`config.mk`:
```
export PLATFORM = sky130hd
export DESIGN_NAME = bfs_alu
export DESIGN_NICKNAME = d
export VERILOG_FILES = /design/src/rtl/bfs_pkg.sv /design/src/rtl/bfs_alu.sv
export SDC_FILE = /design/constraint.sdc
export NUM_CORES = 1
export LEC_CHECK = 0
export BUFFER_PORTS_ARGS = -buffer_cell sky130_fd_sc_hd__buf_2
export CORE_MARGIN = 2
export CORE_UTILIZATION = 53
export DETAILED_ROUTE_END_ITERATION = 16
export GPL_TIMING_DRIVEN = 0
export PLACE_DENSITY = 0.81
export SLEW_MARGIN = 30
export SYNTH_ARGS = -nofsm -noshare
export SYNTH_HDL_FRONTEND = slang
export SYNTH_SLANG_ARGS = --single-unit
```
`constraint.sdc`:
```
create_clock -name vclk -period 5.15
set_clock_uncertainty 0.2 [all_clocks]
set_input_delay 1.03 -clock vclk [all_inputs]
set_output_delay 1.03 -clock vclk [all_outputs]
set_load 0.01 [all_outputs]
```
`src/rtl/bfs_pkg.sv`:
```
// ============================================================================
// bfs_pkg
// Types and fixed constants of the box filter: register map, field widths,
// sequencer states and the operation codes of the shared arithmetic unit.
// ============================================================================
`default_nettype none

package bfs_pkg;

    // Configuration port.
    localparam int CFG_ADDR_W = 4;
    localparam int CFG_DATA_W = 32;
    localparam int CFG_IDX_W  = 2;

    // Register indexes (byte address divided by four).
    localparam logic [CFG_IDX_W-1:0] REG_BOX    = 2'd0;
    localparam logic [CFG_IDX_W-1:0] REG_WIDTH  = 2'd1;
    localparam logic [CFG_IDX_W-1:0] REG_HEIGHT = 2'd2;

    // Register widths and reset values.
    localparam int BOX_REG_W  = 4;
    localparam int SIZE_REG_W = 11;
    localparam logic [BOX_REG_W-1:0]  BOX_RESET  = 4'd3;
    localparam logic [SIZE_REG_W-1:0] SIZE_RESET = 11'd1024;

    // Stream payload layout.
    localparam int PIX_W       = 16;
    localparam int COORD_W     = 10;
    localparam int IN_DATA_W   = 16;
    localparam int OUT_FIELD_W = 2 * COORD_W + PIX_W;
    localparam int OUT_DATA_W  = 40;

    // Sequencer states.
    typedef enum logic [2:0] {
        ST_IDLE,
        ST_SUM,
        ST_FLUSH,
        ST_DIV,
        ST_DONE
    } bfs_state_t;

    // Shared arithmetic unit operations.
    typedef enum logic {
        ALU_ADD,
        ALU_SUB
    } alu_op_t;

endpackage

`default_nettype wire

```
`src/rtl/bfs_alu.sv`:
```
// ============================================================================
// bfs_alu
// Shared adder/subtractor. It accumulates window pixels and performs the
// trial subtraction of each division step.
// ============================================================================
`default_nettype none

module bfs_alu #(
    parameter int W = 24
) (
    input  bfs_pkg::alu_op_t op,
    input  logic [W-1:0]     a,
    input  logic [W-1:0]     b,
    output logic [W-1:0]     res,
    output logic             carry
);

    import bfs_pkg::*;

    // For a subtraction the carry bit is the borrow: set when a < b.
    always_comb begin
        unique case (op)
            ALU_ADD: {carry, res} = {1'b0, a} + {1'b0, b};
            ALU_SUB: {carry, res} = {1'b0, a} - {1'b0, b};
        endcase
    end

endmodule

`default_nettype wire

```
==> reports/qor.json, run 1 <==
{
  "outcome": "finished clean",
  "net-switching-power_uw": 253,
  "die_w_um": 75.6,
  "ys_warn_count": 0,
  "placed_cell_area_um2": 3170,
  "portBuffers": 73,
  "routability_congestion_estimate": 0.981,
  "cp_top_family": "compound AO/OA/AOI/OAI gates",
  "post_synth_inst_count": 421,
  "synthAdderAreaFrac_pct": 23.6,
  "fin_worst_hold_slack_ns": 2.24,
  "period_share_pct": 97.5,
  "p_per_area_nw_per_um2": 132,
  "yosysTopAreaCellShare_pct": 22.1,
  "grt.overflow.total": 0,
  "final-setup-viol-count": 0,
  "dp_hpwl_um": 6960,
  "final_hold_vio_count": 0,
  "grt_util_all_layers_pct": 29.9,
  "relSlewSlack_pct": 58.5,
  "wl_per_cell_um": 14.9,
  "ys_types": 54,
  "grt_setup_unrepaired": "no",
  "syn_area_per_cell_um2": 6.45,
  "crit_chain": "buf_2 > inv_2 > ha_4 > inv_2 > fa_2 > a211oi_2 > o21bai_1 > a211o_1 > o31a_1 > a31o_1 > or4b_1 > o211ai_1 > buf_2",
  "layout_setup_ws_ns": 0.130,
  "final_core_util_pct": 63.9,
  "synth-compound-area-share_pct": 36.5,
  "clkPwrFrac_pct": 0,
  "coreArea_um2": 5010,
  "areaGrowthSynthToFinish_pct": 17.8,
  "drt_drc_violations_left": 0,
  "hold_start": "b[0]",
  "start_kind": "input port",
  "cp.arrival_ns": 3.79,
  "cts_hold_repair.buffers": 0,
  "synth_xor_area_share_pct": 7.09,
  "power.internal_uw": 168,
  "yosysSeqAreaShare_pct": 0,
  "fill_cells": 529,
  "flops_and_latches": 0,
  "worst-endpoint-required_ns": 3.92,
  "route.antenna.remaining_nets": 0,
  "slew_violations": 0,
  "p_sw_share_pct": 60.1,
  "drt-initial-drc-count": 307,
  "synthTopCellsByArea": "sky130_fd_sc_hd__ha_1, sky130_fd_sc_hd__a21oi_1, sky130_fd_sc_hd__inv_1",
  "start_util_pct": 54.2,
  "detailedPlace.worstSlack_ns": 0.0411,
  "num-clock-buffers": 0,
  "final_net_count": 597,
  "final_period_minus_worst_setup_slack_ns": 5.02,
  "comb_pwr_share_pct": 100.0,
  "yosys.area_share.simple_pct": 21.9,
  "design_area_um2": 3200,
  "detail_route.vias_per_cell": 5.97,
  "io_pins": 74,
  "first_pass_iters": 5,
  "yosys-mux-area-fraction_pct": 1.11,
  "crit_path_top_delay_cell": "sky130_fd_sc_hd__or4b_1",
  "fin_tns_setup_ns": 0,
  "grt_start_max_net_pins": 11,
  "end_kind": "primary output",
  "synth.top_cells.by_count": "sky130_fd_sc_hd__a21oi_1, sky130_fd_sc_hd__ha_1, sky130_fd_sc_hd__inv_1, sky130_fd_sc_hd__nor2_1, sky130_fd_sc_hd__nand2_1",
  "number_of_antenna_violations_at_the_first_check_in_global_routing": 0,
  "vdd_drop_max_v": 0.0000703,
  "hold_path.class": "in2out",
  "max_freq_ghz": 0.199,
  "dieArea_um2": 5710,
  "synthMostInstantiatedCell": "sky130_fd_sc_hd__a21oi_1",
  "cp_num_buf_inv": 4,
  "share_of_final_layout_standard_cells_stronger_than_drive_strength_1_pct": 17.9,
  "postSynthNetCount": 520,
  "hold-path-cell-count": 4,
  "first_global_vias": 3114,
  "cp_max_fo": 3,
  "synth_top_family_by_area": "compound AO/OA/AOI/OAI gates",
  "power.static_leakage_uw": 0.00155,
  "fp.dieH_um": 75.6,
  "worstHoldEndpoint": "res[0]",
  "multi_input_area_um2": 2460,
  "final-seq-area_um2": 0,
  "num_vias": 3380,
  "first_pass_grt_wire_length_um": 13800,
  "drv_cap": 0,
  "syn_area_um2": 2720,
  "antennaDiodeCount": 0,
  "floorplan.rows": 26,
  "worst-setup-path-type": "in2out",
  "tightest_slew_ns": 0.614,
  "drt-total-wl_um": 8450,
  "synth_top_cell_by_area": "sky130_fd_sc_hd__ha_1",
  "maximum_single_stage_delay_on_the_critical_path_ns": 0.47,
  "pwr-share-seq_pct": 0
}
-- layout by cell type, fill, tap and decap left out, types with 3 or more instances in the layout --
| master | count |
|---|---|
| sky130_fd_sc_hd__nor2_1 | 39 |
| sky130_fd_sc_hd__nand2_1 | 30 |
| sky130_fd_sc_hd__o211ai_1 | 6 |
| sky130_fd_sc_hd__or3_1 | 3 |
| sky130_fd_sc_hd__nor4_1 | 6 |
| sky130_fd_sc_hd__o221ai_1 | 3 |
| sky130_fd_sc_hd__a21o_1 | 10 |
| sky130_fd_sc_hd__o21a_1 | 4 |
| sky130_fd_sc_hd__clkbuf_1 | 15 |
| sky130_fd_sc_hd__o31a_1 | 3 |
| sky130_fd_sc_hd__buf_1 | 4 |
| sky130_fd_sc_hd__o21bai_1 | 7 |
| sky130_fd_sc_hd__ha_1 | 47 |
| sky130_fd_sc_hd__a211oi_1 | 5 |
| sky130_fd_sc_hd__nand2b_1 | 8 |
| sky130_fd_sc_hd__a21oi_1 | 51 |
| sky130_fd_sc_hd__xor2_1 | 6 |
| sky130_fd_sc_hd__nor2b_1 | 6 |
| sky130_fd_sc_hd__o21ai_0 | 19 |
| sky130_fd_sc_hd__inv_2 | 8 |
| sky130_fd_sc_hd__o21ai_1 | 5 |
| sky130_fd_sc_hd__nor3_1 | 15 |
| sky130_fd_sc_hd__o31ai_1 | 9 |
| sky130_fd_sc_hd__nand3_1 | 10 |
| sky130_fd_sc_hd__a2111oi_0 | 3 |
| sky130_fd_sc_hd__xnor2_1 | 16 |
| sky130_fd_sc_hd__inv_1 | 40 |
| sky130_fd_sc_hd__buf_2 | 74 |
| sky130_fd_sc_hd__mux2i_1 | 3 |
| sky130_fd_sc_hd__a31oi_1 | 5 |
| sky130_fd_sc_hd__a221oi_1 | 3 |
-- layer usage --
metal / wire (um) / track usage (%)
met1: 3710 / 40.8
met2: 3940 / 52.6
met3: 702 / 1.85
met4: 93 / 5.07
met5: 0 / 0
-- power groups by stage --
stage	sequential, uW	combinational [uW]	clock (uW)
6_report	0	421	0
5_1_grt	0	467	0
4_1_cts	0	412	0
3_5_place_dp	0	410	0
3_3_place_gp	0	403	0
2_1_floorplan	0	280	0
-- cells by family (layout without fill, tap and decap cells) --
kind of cell,count (synthesis),count (layout)
AO/OA/AOI/OAI,151,151
XOR/XNOR,22,22
adder cells (fa/ha/maj),50,50
buffers and inverters,69,144
multiplexers,3,3
AND/OR/NAND/NOR,126,126
-- worst min-delay path: stages --
cell	delay, ns
sky130_fd_sc_hd__buf_2	0.11
sky130_fd_sc_hd__ha_4	0.12
sky130_fd_sc_hd__inv_1	0.02
sky130_fd_sc_hd__buf_2	0.12
-- area by class of cell --
cell class	instances	share of cell area (%)
Inverter	48	5.63
Tap cell	70	2.74
Timing Repair Buffer	75	11.9
Buffer	21	2.74
Multi-Input combinational cell	352	77.0
-- metrics by stage --
step / cells / total power (uW)
2_1_floorplan: 421 / 280
3_3_place_gp: 564 / 403
3_5_place_dp: 564 / 410
5_1_grt: 566 / 467
4_1_cts: 564 / 412
6_report: 566 / 421
-- timing repair --
item,in CTS,in global routing
resized for setup,0,5
setup endpoints to repair,0,1
setup buffers,0,2
-- how the worst max path moves through the flow --
stage               from       to  slack [ns]  cells past startpoint
floorplan           a[0]    carry        0.55                     11
CTS                 a[0]    carry        0.04                     13
global placement    a[0]    carry        0.07                     13
global route        b[4]  res[17]       0.009                     12
finish              a[0]    carry        0.13                     13
detailed placement  a[0]    carry        0.04                     13
Power figures use the tool's default switching activity.
==> inputs of run 2 (changes only) <==
Settings changed: SETUP_SLACK_MARGIN set to 0.15.
==> reports/qor.json, run 2 (synthesized netlist as in run 1, its figures left out) <==
{
  "place.detailed.instances": {"value": 564, "change": "unchanged"},
  "p_per_area": {"value": 132, "unit": "nW/um^2", "change": "+0.45%"},
  "final-setup-viol-count": {"value": 0, "change": "unchanged"},
  "fill_cells": {"value": 529, "change": "unchanged"},
  "power.static_leakage": {"value": 0.00156, "unit": "uW", "change": "+0.82%"},
  "grt_start_max_net_pins": {"value": 11, "change": "unchanged"},
  "start_kind": "input port",
  "antennaDiodeCount": {"value": 0, "change": "unchanged"},
  "cp_max_fo": {"value": 2, "change": "-1"},
  "drt_drc_violations_left": {"value": 0, "change": "unchanged"},
  "route.antenna.remaining_nets": {"value": 0, "change": "unchanged"},
  "relSlewSlack": {"value": 58.8, "unit": "%", "change": "+0.30 points"},
  "areaGrowthSynthToFinish_pct": 18.8,
  "hold-path-cell-count": {"value": 4, "change": "unchanged"},
  "io_pins": {"value": 74, "change": "unchanged"},
  "worst-setup-path-type": "in2out",
  "hold_path.class": "in2out",
  "drt-total-wl": {"value": 8590, "unit": "um", "change": "+1.6%"},
  "die_w": {"value": 75.6, "unit": "um", "change": "unchanged"},
  "dp_hpwl": {"value": 6960, "unit": "um", "change": "unchanged"},
  "crit_start": "a[0]",
  "period_share": {"value": 96.1, "unit": "%", "change": "-1.4 points"},
  "outcome": "finished clean",
  "final_hold_vio_count": {"value": 0, "change": "unchanged"},
  "routability_congestion_estimate": {"value": 0.981, "change": "unchanged"},
  "worst-endpoint-required": {"value": 3.92, "unit": "ns", "change": "about the same"},
  "layout.cells.most_common_list": "sky130_fd_sc_hd__buf_2, sky130_fd_sc_hd__a21oi_1, sky130_fd_sc_hd__ha_1",
  "max_freq": {"value": 0.202, "unit": "GHz", "change": "+1.5%"},
  "grt_setup_unrepaired": "yes",
  "crit_path_top_delay_cell": "sky130_fd_sc_hd__or4b_1",
  "maximum_single_stage_delay_on_the_critical_path": {"value": 0.48, "unit": "ns", "change": "about the same"},
  "cp.arrival": {"value": 3.72, "unit": "ns", "change": "-0.07 ns"},
  "drv_cap": {"value": 0, "change": "unchanged"},
  "flops_and_latches": {"value": 0, "change": "unchanged"},
  "detail_route.vias_per_cell": {"value": 6.08, "change": "+1.9%"},
  "first_pass_grt_wire_length": {"value": 13900, "unit": "um", "change": "+0.50%"},
  "portBuffers": {"value": 73, "change": "unchanged"},
  "worstHoldEndpoint": "res[0]",
  "hold_start": "b[0]",
  "first_pass_iters": {"value": 5, "change": "unchanged"},
  "slew_violations": {"value": 0, "change": "unchanged"},
  "mostFrequentLayoutCell": "sky130_fd_sc_hd__buf_2",
  "final_net_count": {"value": 599, "change": "+0.34%"},
  "start_util": {"value": 54.2, "unit": "%", "change": "unchanged"},
  "floorplan.rows": {"value": 26, "change": "unchanged"},
  "cp_num_buf_inv": {"value": 4, "change": "unchanged"},
  "final_period_minus_worst_setup_slack": {"value": 4.95, "unit": "ns", "change": "-0.0721 ns"},
  "num_vias": {"value": 3456, "change": "+2.2%"},
  "share_of_final_layout_standard_cells_stronger_than_drive_strength_1": {"value": 18.7, "unit": "%", "change": "+0.73 points"},
  "crit_chain": "buf_2 > inv_2 > ha_4 > inv_2 > fa_2 > a211oi_2 > o21bai_1 > a211o_1 > o31a_1 > a31o_1 > or4b_1 > o211ai_1 > buf_2",
  "dieArea": {"value": 5710, "unit": "um^2", "change": "unchanged"},
  "number_of_non_filler_instances_in_the_completed_layout": {"value": 568, "change": "+0.35%"},
  "critical_path_depth": {"value": 13, "change": "unchanged"},
  "grt.overflow.total": {"value": 0, "change": "unchanged"},
  "number_of_antenna_violations_at_the_first_check_in_global_routing": {"value": 0, "change": "unchanged"},
  "end_kind": "primary output",
  "grt_util_all_layers": {"value": 30.1, "unit": "%", "change": "+0.16 points"},
  "first_global_vias": {"value": 3129, "change": "+0.48%"},
  "cp_top_family": "compound AO/OA/AOI/OAI gates",
  "num-clock-buffers": {"value": 0, "change": "unchanged"},
  "tightest_slew": {"value": 0.610, "unit": "ns", "change": "-0.00438 ns"},
  "final-seq-area": {"value": 0, "unit": "um^2", "change": "unchanged"},
  "wl_per_cell": {"value": 15.1, "unit": "um", "change": "+1.3%"},
  "drt-initial-drc-count": {"value": 284, "change": "-7.5%"},
  "fin_tns_setup": {"value": 0, "unit": "ns", "change": "unchanged"},
  "coreArea": {"value": 5010, "unit": "um^2", "change": "unchanged"},
  "fp.dieH": {"value": 75.6, "unit": "um", "change": "unchanged"},
  "vdd_drop_max": {"value": 0.0000710, "unit": "V", "change": "+0.99%"}
}
==> run 2: routing by layer <==
metal | wire [um] | global-route usage [%] | vias to the layer above
met3 | 670 | 1.98 | 23
met5 | 0 | 0 | -
li1 | - | - | 1672
met2 | 4010 | 52.9 | 175
met4 | 145 | 5.46 | 0
met1 | 3760 | 40.8 | 1586
==> run 2: per-stage QoR <==
step / util [%] / hold slack (ns) / total power [uW] / worst slack [ns] / area, um^2
final: 64.4 / 2.24 / 427 / 0.202 / 3230
after global routing: 64.4 / 2.27 / 472 / 0.137 / 3230
after CTS: 63.6 / 2.22 / 415 / 0.159 / 3190
after detailed placement: 63.3 / 2.22 / 410 / 0.0411 / 3170
after global placement: 63.3 / 2.21 / 403 / 0.0747 / 3170
after floorplan: - / 2.01 / 280 / 0.551 / 2720
==> run 2: worst max path at each step <==
stage | endpoint | slack (ns)
3_3_place_gp | carry | 0.07
6_report | carry | 0.20
3_5_place_dp | carry | 0.04
5_1_grt | carry | 0.14
4_1_cts | carry | 0.16
2_1_floorplan | carry | 0.55
==> run 2: final cells by class <==
| type | instances | area [um^2] | share of cell area, % |
|---|---|---|---|
| multi-input cells | 352 | 2480 | 76.7 |
| plain buffers | 21 | 87.6 | 2.71 |
| well taps | 70 | 87.6 | 2.71 |
| inverters | 48 | 180 | 5.58 |
| repair buffers | 77 | 395 | 12.3 |
==> run 2: repair_timing <==
item                       in CTS  in global routing
setup buffers                   2                  2
setup endpoints to repair       1                  3
hold buffers                    0                  0
pin swaps                       4                  7
gates resized for setup         1                  7
==> run 2: where the power goes <==
part | internal, uW | switching [uW] | total [uW]
Clock | 0 | 0 | 0
Combinational | 171 | 255 | 427
Sequential | 0 | 0 | 0
Total | 171 | 255 | 427
